`config.mk`:
```
export PLATFORM = sky130hd
export DESIGN_NAME = preemptive_priority_task_scheduler_core
export DESIGN_NICKNAME = d
export VERILOG_FILES = /design/src/sv/ppts_pkg.sv /design/src/sv/ppts_table.sv /design/src/sv/preemptive_priority_task_scheduler_core.sv
export SDC_FILE = /design/constraint.sdc
export NUM_CORES = 2
export LEC_CHECK = 0
export BUFFER_PORTS_ARGS = -buffer_cell sky130_fd_sc_hd__buf_2
export CORE_MARGIN = 2
export CORE_UTILIZATION = 36
export DETAILED_ROUTE_END_ITERATION = 10
export MAX_ROUTING_LAYER = met4
export SLEW_MARGIN = 10
export SYNTH_ARGS = -nofsm -noshare
export SYNTH_HDL_FRONTEND = slang
export SYNTH_SLANG_ARGS = --single-unit
```
`constraint.sdc`:
```
create_clock -name i_clk -period 22.9 [get_ports i_clk]
set_input_delay 0 -clock i_clk [delete_from_list [all_inputs] [get_ports i_clk]]
set_output_delay 0 -clock i_clk [all_outputs]
set_load 0.05 [all_outputs]
```
`src/sv/ppts_pkg.sv`:
```
// Package for the preemptive priority task scheduler: types, codes, id rank table.
// No dependencies.
package ppts_pkg;
    typedef enum logic [1:0] {
        K_ADMIT = 2'd0,
        K_START = 2'd1,
        K_INSTR = 2'd2,
        K_TICK  = 2'd3
    } t_kind;

    typedef enum logic [1:0] {
        STOP_NONE    = 2'd0,
        STOP_DONE    = 2'd1,
        STOP_PREEMPT = 2'd2,
        STOP_QUANTUM = 2'd3
    } t_stop;

    typedef enum logic [2:0] {
        REG_SILVER_Q   = 3'd0,
        REG_GOLD_Q     = 3'd1,
        REG_SWITCH_DLY = 3'd2,
        REG_SILVER_PRM = 3'd3,
        REG_GOLD_PRM   = 3'd4
    } t_reg;

    typedef enum logic [2:0] {
        S_IDLE,
        S_SCAN,
        S_SCAN_LAST,
        S_WRITE,
        S_RESCHED,
        S_DONE
    } t_state;

    localparam logic [1:0]  CLS_SILVER   = 2'd0;
    localparam logic [1:0]  CLS_GOLD     = 2'd1;
    localparam logic [1:0]  CLS_PLATINUM = 2'd2;
    localparam logic [19:0] TIME_MAX     = 20'hFFFFF;
    localparam logic [10:0] SLICE_MAX    = 11'h7FF;

    // Entry record, one memory word.
    typedef struct packed {
        logic [6:0]  id;
        logic [7:0]  prio;
        logic [1:0]  cls;
        logic [19:0] ready;
        logic [2:0]  quanta;
        logic        done;
    } t_entry;

    function automatic logic text_less(input logic [6:0] a, input logic [6:0] b);
        logic [3:0] ta [3];
        logic [3:0] tb [3];
        int la;
        int lb;
        int i;
        logic res;
        logic fin;
        la = (a >= 7'd100) ? 3 : (a >= 7'd10) ? 2 : 1;
        lb = (b >= 7'd100) ? 3 : (b >= 7'd10) ? 2 : 1;
        ta[0] = 4'((la == 3) ? 1 : (la == 2) ? int'(a) / 10 : int'(a));
        ta[1] = 4'((la == 3) ? (int'(a) / 10) % 10 : int'(a) % 10);
        ta[2] = 4'(int'(a) % 10);
        tb[0] = 4'((lb == 3) ? 1 : (lb == 2) ? int'(b) / 10 : int'(b));
        tb[1] = 4'((lb == 3) ? (int'(b) / 10) % 10 : int'(b) % 10);
        tb[2] = 4'(int'(b) % 10);
        res = (la < lb);
        fin = 1'b0;
        for (i = 0; i < 3; i++) begin
            if (!fin && i < la && i < lb && ta[i] != tb[i]) begin
                res = ta[i] < tb[i];
                fin = 1'b1;
            end
        end
        return res;
    endfunction

    // rank of every id 0..127, 7 bits each; evaluated at elaboration only
    function automatic logic [895:0] rank_table();
        logic [895:0] t;
        logic [6:0]   r;
        t = '0;
        for (int a = 0; a < 128; a++) begin
            r = 7'd0;
            for (int v = 0; v < 128; v++) begin
                if (text_less(7'(v), 7'(a))) r = r + 7'd1;
            end
            t[a*7 +: 7] = r;
        end
        return t;
    endfunction

    localparam logic [895:0] ID_RANK = rank_table();

    // Rank of an id in decimal-text order (0..127); smaller sorts first.
    function automatic logic [6:0] id_rank(input logic [6:0] id);
        return ID_RANK[10'(id) * 10'd7 +: 7];
    endfunction
endpackage

```
`src/sv/ppts_table.sv`:
```
// Task table memory: one write port, one registered read port.
// Depends on ppts_pkg.
module ppts_table #(
    parameter int ENTRIES = 16,
    parameter int AW = 4
) (
    input  logic            i_clk,
    input  logic            i_we,
    input  logic [AW-1:0]   i_waddr,
    input  ppts_pkg::t_entry i_wdata,
    input  logic [AW-1:0]   i_raddr,
    output ppts_pkg::t_entry o_rdata
);
    import ppts_pkg::*;
    t_entry mem [ENTRIES];

    always_ff @(posedge i_clk) begin
        if (i_we) mem[i_waddr] <= i_wdata;
        o_rdata <= mem[i_raddr];
    end
endmodule

```
`src/sv/preemptive_priority_task_scheduler_core.sv`:
```
// Preemptive priority task scheduler: task table in one memory with a scan sequencer.
// Admit and ignored events go straight to the result; tick and start scan the table once, and an
// instruction scans once and, when the running task stops, writes it back and scans again.
// Throughput: one event at a time; busy is high until the result strobe.
// Reset (synchronous, active low) empties the table, zeroes time and loads default registers.
// Results come as a one-cycle strobe on o_done; the receiver cannot stall.
module preemptive_priority_task_scheduler_core #(
    parameter int TABLE_ENTRIES = 16
) (
    input  logic        i_clk,
    input  logic        i_rst_n,
    input  logic        start,
    output logic        busy,
    input  logic [1:0]  i_kind,
    input  logic [3:0]  i_slot,
    input  logic [6:0]  i_task_id,
    input  logic [7:0]  i_priority_req,
    input  logic [1:0]  i_task_class,
    input  logic [19:0] i_arrival_time,
    input  logic [7:0]  i_step_duration,
    input  logic        i_ends_task,
    input  logic        i_cfg_valid,
    output logic        o_cfg_ready,
    input  logic [2:0]  i_cfg_index,
    input  logic [9:0]  i_cfg_data,
    output logic        o_done,
    output logic        o_run_valid,
    output logic [3:0]  o_run_slot,
    output logic [19:0] o_now_time,
    output logic [1:0]  o_stop_reason,
    output logic        o_promoted,
    output logic        o_switched
);
    import ppts_pkg::*;
    localparam int AW = (TABLE_ENTRIES > 1) ? $clog2(TABLE_ENTRIES) : 1;

    t_state r_state, n_state;
    logic [9:0]  r_silver_q, r_gold_q;
    logic [7:0]  r_sw_dly;
    logic [2:0]  r_silver_prm, r_gold_prm;
    logic [TABLE_ENTRIES-1:0] r_vld;
    logic [19:0] r_time;
    logic [10:0] r_slice;
    logic        r_run_on, r_prev_on;
    logic [AW-1:0] r_running, r_prev;
    // latched request
    t_kind       r_kind;
    logic        r_ends;
    // scan
    logic [AW:0]   r_idx;
    logic [AW-1:0] r_cmp;
    logic          r_found, r_yield, r_force;
    logic [AW-1:0] r_best;
    t_entry        r_bent;
    logic [6:0]    r_brank;
    t_entry        r_rent;
    logic [1:0]    r_stop;
    logic          r_prom, r_sw;
    logic          r_pass2;

    logic          we;
    logic [AW-1:0] waddr, raddr;
    t_entry        wdata, rdata, cur;

    ppts_table #(.ENTRIES(TABLE_ENTRIES), .AW(AW)) u_table (
        .i_clk(i_clk), .i_we(we), .i_waddr(waddr), .i_wdata(wdata),
        .i_raddr(raddr), .o_rdata(rdata)
    );

    assign busy = (r_state != S_IDLE);
    assign o_cfg_ready = (r_state == S_IDLE);
    assign cur = r_vld[r_cmp] ? rdata : '0;

    logic       elig, above, yld;
    logic [6:0] crank;
    assign crank = id_rank(cur.id);
    assign elig = (cur.id != 7'd0) && !cur.done && (cur.ready <= r_time);
    // best strictly above current
    always_comb begin
        logic pb, pc;
        pb = (r_bent.cls == CLS_PLATINUM);
        pc = (cur.cls == CLS_PLATINUM);
        if (pb != pc) above = pb;
        else if (r_bent.prio != cur.prio) above = r_bent.prio > cur.prio;
        else if (r_bent.ready != cur.ready) above = r_bent.ready < cur.ready;
        else above = r_brank < crank;
    end
    assign yld = elig && (r_cmp != r_running) &&
                 ((cur.cls == CLS_PLATINUM) || (cur.prio > r_rent.prio));

    // stop decision once the first scan has finished
    logic [1:0] stop_c;
    always_comb begin
        if (r_ends) stop_c = STOP_DONE;
        else if (r_rent.cls != CLS_PLATINUM && r_yield) stop_c = STOP_PREEMPT;
        else if (r_rent.cls != CLS_PLATINUM && r_slice >= {1'b0,
                 (r_rent.cls == CLS_SILVER) ? r_silver_q : r_gold_q})
            stop_c = STOP_QUANTUM;
        else stop_c = STOP_NONE;
    end

    always_comb begin
        n_state = r_state;
        case (r_state)
            S_IDLE: if (start) begin
                case (t_kind'(i_kind))
                    K_ADMIT: n_state = S_DONE;
                    K_START: n_state = S_SCAN;
                    K_INSTR: n_state = r_run_on ? S_SCAN : S_DONE;
                    K_TICK:  n_state = r_run_on ? S_DONE : S_SCAN;
                    default: n_state = S_DONE;
                endcase
            end
            S_SCAN:      if (r_idx == (AW+1)'(TABLE_ENTRIES)) n_state = S_SCAN_LAST;
            S_SCAN_LAST: n_state = (r_kind == K_INSTR && !r_pass2) ? S_WRITE : S_RESCHED;
            S_WRITE:     n_state = (r_stop != STOP_NONE) ? S_SCAN : S_DONE;
            S_RESCHED:   n_state = S_DONE;
            S_DONE:      n_state = S_IDLE;
            default:     n_state = S_IDLE;
        endcase
    end

    // memory port control
    always_comb begin
        we = 1'b0;
        waddr = r_running;
        wdata = r_rent;
        raddr = r_idx[AW-1:0];
        if (r_state == S_IDLE && start && t_kind'(i_kind) == K_ADMIT
            && 32'(i_slot) < TABLE_ENTRIES) begin
            we = 1'b1;
            waddr = AW'(i_slot);
            wdata.id = i_task_id;
            wdata.prio = i_priority_req;
            wdata.cls = (i_task_class > CLS_PLATINUM) ? CLS_PLATINUM : i_task_class;
            wdata.ready = i_arrival_time;
            wdata.quanta = 3'd0;
            wdata.done = 1'b0;
        end else if (r_state == S_WRITE && r_stop != STOP_NONE) begin
            we = 1'b1;
        end
        if (r_state == S_IDLE) raddr = r_running;
    end

    logic [20:0] t_add;
    logic [11:0] s_add;
    logic [2:0]  q_inc;
    logic [20:0] t_sw;
    assign t_add = {1'b0, r_time} + {13'd0, i_step_duration};
    assign s_add = {1'b0, r_slice} + {4'd0, i_step_duration};
    assign q_inc = r_rent.quanta + 3'd1;
    assign t_sw  = {1'b0, r_time} + {13'd0, r_sw_dly};

    always_ff @(posedge i_clk) begin
        if (!i_rst_n) begin
            r_state <= S_IDLE;
            r_silver_q <= 10'd80; r_gold_q <= 10'd120; r_sw_dly <= 8'd10;
            r_silver_prm <= 3'd3; r_gold_prm <= 3'd5;
            r_vld <= '0; r_time <= '0; r_slice <= '0;
            r_run_on <= 1'b0; r_prev_on <= 1'b0; r_running <= '0; r_prev <= '0;
            o_done <= 1'b0;
        end else begin
            r_state <= n_state;
            o_done <= 1'b0;
            if (i_cfg_valid && o_cfg_ready) begin
                case (t_reg'(i_cfg_index))
                    REG_SILVER_Q:   r_silver_q <= i_cfg_data;
                    REG_GOLD_Q:     r_gold_q <= i_cfg_data;
                    REG_SWITCH_DLY: r_sw_dly <= i_cfg_data[7:0];
                    REG_SILVER_PRM: r_silver_prm <= i_cfg_data[2:0];
                    REG_GOLD_PRM:   r_gold_prm <= i_cfg_data[2:0];
                    default: ;
                endcase
            end
            if (we) r_vld[waddr] <= 1'b1;
            case (r_state)
                S_IDLE: if (start) begin
                    r_kind <= t_kind'(i_kind);
                    r_ends <= i_ends_task;
                    r_idx <= '0;
                    r_found <= 1'b0; r_yield <= 1'b0; r_pass2 <= 1'b0;
                    r_stop <= STOP_NONE; r_prom <= 1'b0; r_sw <= 1'b0;
                    r_force <= (t_kind'(i_kind) == K_START);
                    if (t_kind'(i_kind) == K_TICK && !r_run_on)
                        r_time <= (r_time == TIME_MAX) ? TIME_MAX : r_time + 20'd1;
                    if (t_kind'(i_kind) == K_INSTR && r_run_on) begin
                        r_time <= (t_add > {1'b0, TIME_MAX}) ? TIME_MAX : t_add[19:0];
                        r_slice <= (s_add > {1'b0, SLICE_MAX}) ? SLICE_MAX : s_add[10:0];
                    end
                end
                S_SCAN: begin
                    r_idx <= r_idx + (AW+1)'(1);
                    r_cmp <= r_idx[AW-1:0];
                    if (r_idx == '0 && !r_pass2) r_rent <= r_vld[r_running] ? rdata : '0;
                    if (r_idx != '0) begin
                        if (elig && (!r_found || !above)) begin
                            r_best <= r_cmp; r_bent <= cur; r_brank <= crank;
                        end
                        if (elig) r_found <= 1'b1;
                        if (yld) r_yield <= 1'b1;
                    end
                end
                S_SCAN_LAST: if (r_kind == K_INSTR && !r_pass2) begin
                    // updated running entry for the write cycle
                    r_stop <= stop_c;
                    if (stop_c == STOP_DONE) begin
                        r_rent.quanta <= q_inc; r_rent.done <= 1'b1;
                    end else if (stop_c != STOP_NONE) begin
                        r_rent.ready <= r_time;
                        if ((r_rent.cls == CLS_SILVER && q_inc == r_silver_prm) ||
                            (r_rent.cls == CLS_GOLD && q_inc == r_gold_prm)) begin
                            r_rent.cls <= r_rent.cls + 2'd1; r_rent.quanta <= 3'd0;
                            r_prom <= 1'b1;
                        end else begin
                            r_rent.quanta <= q_inc;
                        end
                    end
                end
                S_WRITE: begin
                    r_idx <= '0; r_found <= 1'b0; r_pass2 <= 1'b1;
                end
                S_RESCHED: begin
                    if (r_force || (r_found && (!r_prev_on || r_best != r_prev))) begin
                        r_time <= (t_sw > {1'b0, TIME_MAX}) ? TIME_MAX : t_sw[19:0];
                        r_sw <= 1'b1;
                    end
                    r_run_on <= r_found; r_prev_on <= r_found;
                    r_running <= r_found ? r_best : '0;
                    r_prev <= r_found ? r_best : '0;
                    r_slice <= '0;
                end
                S_DONE: o_done <= 1'b1;
                default: ;
            endcase
        end
    end

    assign o_run_valid   = r_run_on;
    assign o_run_slot    = r_run_on ? 4'(r_running) : 4'd0;
    assign o_now_time    = r_time;
    assign o_stop_reason = r_stop;
    assign o_promoted    = r_prom;
    assign o_switched    = r_sw;

    a_busy_no_cfg: assert property (@(posedge i_clk) disable iff (!i_rst_n)
        busy |-> !o_cfg_ready) else $error("cfg ready while busy");
    a_done_idle: assert property (@(posedge i_clk) disable iff (!i_rst_n)
        o_done |-> (r_state == S_IDLE)) else $error("strobe outside idle");
    a_slot_range: assert property (@(posedge i_clk) disable iff (!i_rst_n)
        !r_run_on |-> (r_running == '0)) else $error("running slot set while none");
endmodule

```
==> summary.md <==
| Metric | Value |
|---|---|
| Clk_lat worst skew | ~0.64 ns |
| Top FF cell, synth | edfxtp_1 |
| HPWL after detailed placement | just over 60000 um |
| Final ANT Viol Nets | 0 |
| Syn nets | just under 3000 |
| Asr flop ratio synth | 0 |
| Hold path depth | 3 |
| Synth top cells by count | edfxtp_1 (758), nand2_1 (323), mux4_2 (170), dfxtp_1 (131), ha_1 (114) |
| # IOs | 101 |
| WS Path Type | flip-flop to flip-flop |
| Critical path required time | 23.17 ns |
| All-Layer GR Usage | 0.1891 |
| EDFF count, synth | 758 |
| Post-CTS resize count | 0 |
| Largest net degree at the start of global routing | 81 |
| Crit end category | flip-flop |
| Cell taking the most area after synthesis | edfxtp_1 |
| Crit-path max FO | 26 |
| Drt drc | 0 |
| Rel. slew slack | 0.2786 |
| Max clock buf depth | 3 |
| Sequential cell area fraction in the yosys report | 0.6460 |
| Synth top area cells | edfxtp_1 (58%), mux4_2 (9.7%), dfxtp_1 (6.7%) |
| Port bufs | 100 |
| Post-CTS setup buffer count | 0 |
| Outcome | complete, no violations |
| Core area | 0.1086 sq mm |
| Area of the mapped netlist | 0.03930 sq mm |
| Number of distinct library cells after synthesis | 76 |
| Vias in the first global route | 23540 |
| Final setup TNS | 0 ns |
| Hold Vio Cnt, Final | 0 |
| Finished Core Util | 0.4120 |
| Routability cong. | around 0.9 |
| Clock slew at reported path FFs | ~0.06 ns |
| Sink Count | 889 |
| Fin Clk Skew | between 0.02 and 0.025 ns |
| Die width | 334.4 um |
| Hold crit path type | input pin to flip-flop |
| Global route overflow | 0 |
| Post-Route WL | 103400 um |
| Post-Syn Area per Cell | 14.32 sq um |
| Yosys reg bits | 889 |
| Fmax | ~180 MHz |
| H-tree depth | 3 |
| Pwr per Cell Area | 92.89 mW/mm^2 |
| P&R area growth vs syn | 13.80% |
| DR vias | 24110 |
| R2R depth | 18 |
| CTS Buf Count | a little under 90 |
| Die height | between 300 and 400 um |
| Nets | 3059 |
| Synth top area share | 0.5793 |
| Die ar. | 0.1118 sq mm |
| Starting Density | 0.3620 |
| Yosys warning count | 0 |
| Critical Path AT | between 5 and 6 ns |
| Setup violators final | 0 |
| 1st-iter DRT viols | 2357 |
| Final Max Tran Viols | 0 |
| Rows | 121 |
| Max-cap violations | 0 |
| Share of layout cells above drive strength 1 | 0.1660 |
| Unrepaired setup endpoints after global routing | false |
| Most common cell in the synthesized netlist | edfxtp_1 |
| WL/cell | 23.68 um |
| Initial antenna violation count | 8 |
| Tightest Pin Transition | 1.071 ns |
| Worst Setup Start Kind | flip-flop |
| Global-route wire length before repair | approximately 150000 um |
| FF-to-FF setup slack | 17.22 ns |
| Root Buffer | clkbuf_16 |
| Total power | 4.154 mW |
| Hold worst-path end | u_table.mem[0][40] |
| Hold Startpoint | i_task_id[6] |
| CTS tree | built |
| Worst r2r src | r_cmp[2] |
| Vias per cell | 5.522 |
| Worst VDD drop | 57.63 uV |
| Leak | around 16 nW |
| Pre-antenna DRT Iters | 6 |
| Post-Synthesis Cells | around 2700 |
| Final Cycle Share | 0.2482 |
| Reg2reg end | r_brank[2] |
| Final min period | 5.683 ns |
==> critical path: stages (launching register included) <==
cell and delay [ns]:
edfxtp_1 0.58, mux2i_1 0.20, a22o_1 0.25, o21a_1 0.24
nor2_4 0.16, nand2_1 0.18, ha_1 0.58, nor2_1 0.13
nand3b_1 0.17, o21ai_0 0.10, a31oi_1 0.12, o22a_1 0.26
a311oi_1 0.37, ha_1 0.22, a21oi_1 0.06, o2111ai_1 0.19
o221ai_1 0.18, a211oi_4 0.80, buf_4 0.52
==> where the power goes <==
group	switching (mW)	internal [mW]	total [mW]
logic	0.512	0.322	0.834
registers	0.0729	1.83	1.90
clock network	0.607	0.812	1.42
total	1.19	2.96	4.15
==> repair_timing <==
| item | in CTS | in global routing |
|---|---|---|
| endpoints found under the setup margin | 0 | 0 |
| hold endpoints to repair | 194 | 0 |
| hold buffers | 40 | 0 |
==> worst max path at each step <==
stage,slack (ns),cells past startpoint,start,end
finish,17.22,18,r_cmp[2],r_brank[2]
global route,16.82,22,r_cmp[2],r_best[0]
CTS,17.27,19,r_cmp[1],r_brank[2]
detailed placement,17.28,19,r_cmp[1],r_bent[10]
global placement,17.40,16,r_cmp[1],r_bent[9]
floorplan,15.31,21,r_cmp[2],r_bent[10]
==> final cells by class <==
cell class / count / area (sq um)
clock buffers: 120 / 2465
fillers: 9836 / 63830
repair buffers: 188 / 1274
multi-input cells: 1607 / 13070
well taps: 1414 / 1769
diodes: 7 / 17.52
flip-flops and latches: 889 / 25380
inverters: 99 / 371.6
clock inverters: 42 / 367.9
==> cell usage in the layout (no fill, tap or decap), drive strengths merged, types with 23 or more instances in the layout <==
cell and count:
buf 148, dfxtp 131, inv 99, nand4 23, a211oi 62, nand3 70, clkbuf 120, ha 114
clkinv 35, nor2 111, a21oi 104, edfxtp 758, and2 72, nor3 33, dlygate4sd3 40, mux4 170
xnor2 29, nand2 323, a31oi 59, mux2i 48, o21a 30, o21ai 106
==> through the flow <==
step                      setup slack (ns)  instance area [sq um]  cells  hold slack (ns)
after detailed placement             17.28                  41470   4157           0.1986
after global placement               17.40                  41470   4157           0.2128
final                                17.22                  44720   4366          0.01419
after CTS                            17.27                  44700   4359        0.0001508
after floorplan                      15.31                  39300   2744          0.09887
after global routing                 16.82                  44720   4365          0.05387
==> registers in the layout (all words and copies together), names as in the netlist, 4 cells and up <==
signal           count
r_sw_dly             8
r_silver_q          10
r_brank              7
r_cmp                4
r_best               4
u_table.mem        656
r_prev               4
o_now_time          20
u_table.o_rdata     41
r_slice             11
r_bent              30
r_idx                5
r_rent              41
r_gold_q            10
r_vld               16
==> kinds of logic after synthesis <==
kind of cell,count (synthesis),share of synthesized area
flops,889,0.6460
fa+ha+maj,117,0.03783
simple gates,720,0.08492
buf+inv,248,0.02671
xor+xnor,46,0.01025
compound gates,502,0.08349
mux,222,0.1108
==> routing by layer <==
layer,track usage,wire length [um],vias to the layer above
met2,0.2947,48500,915
li1,-,-,10860
met5,-,0,-
met4,0.05204,2618,0
met1,0.2607,45450,12190
met3,0.02562,6798,149
Power figures use the tool's default switching activity.
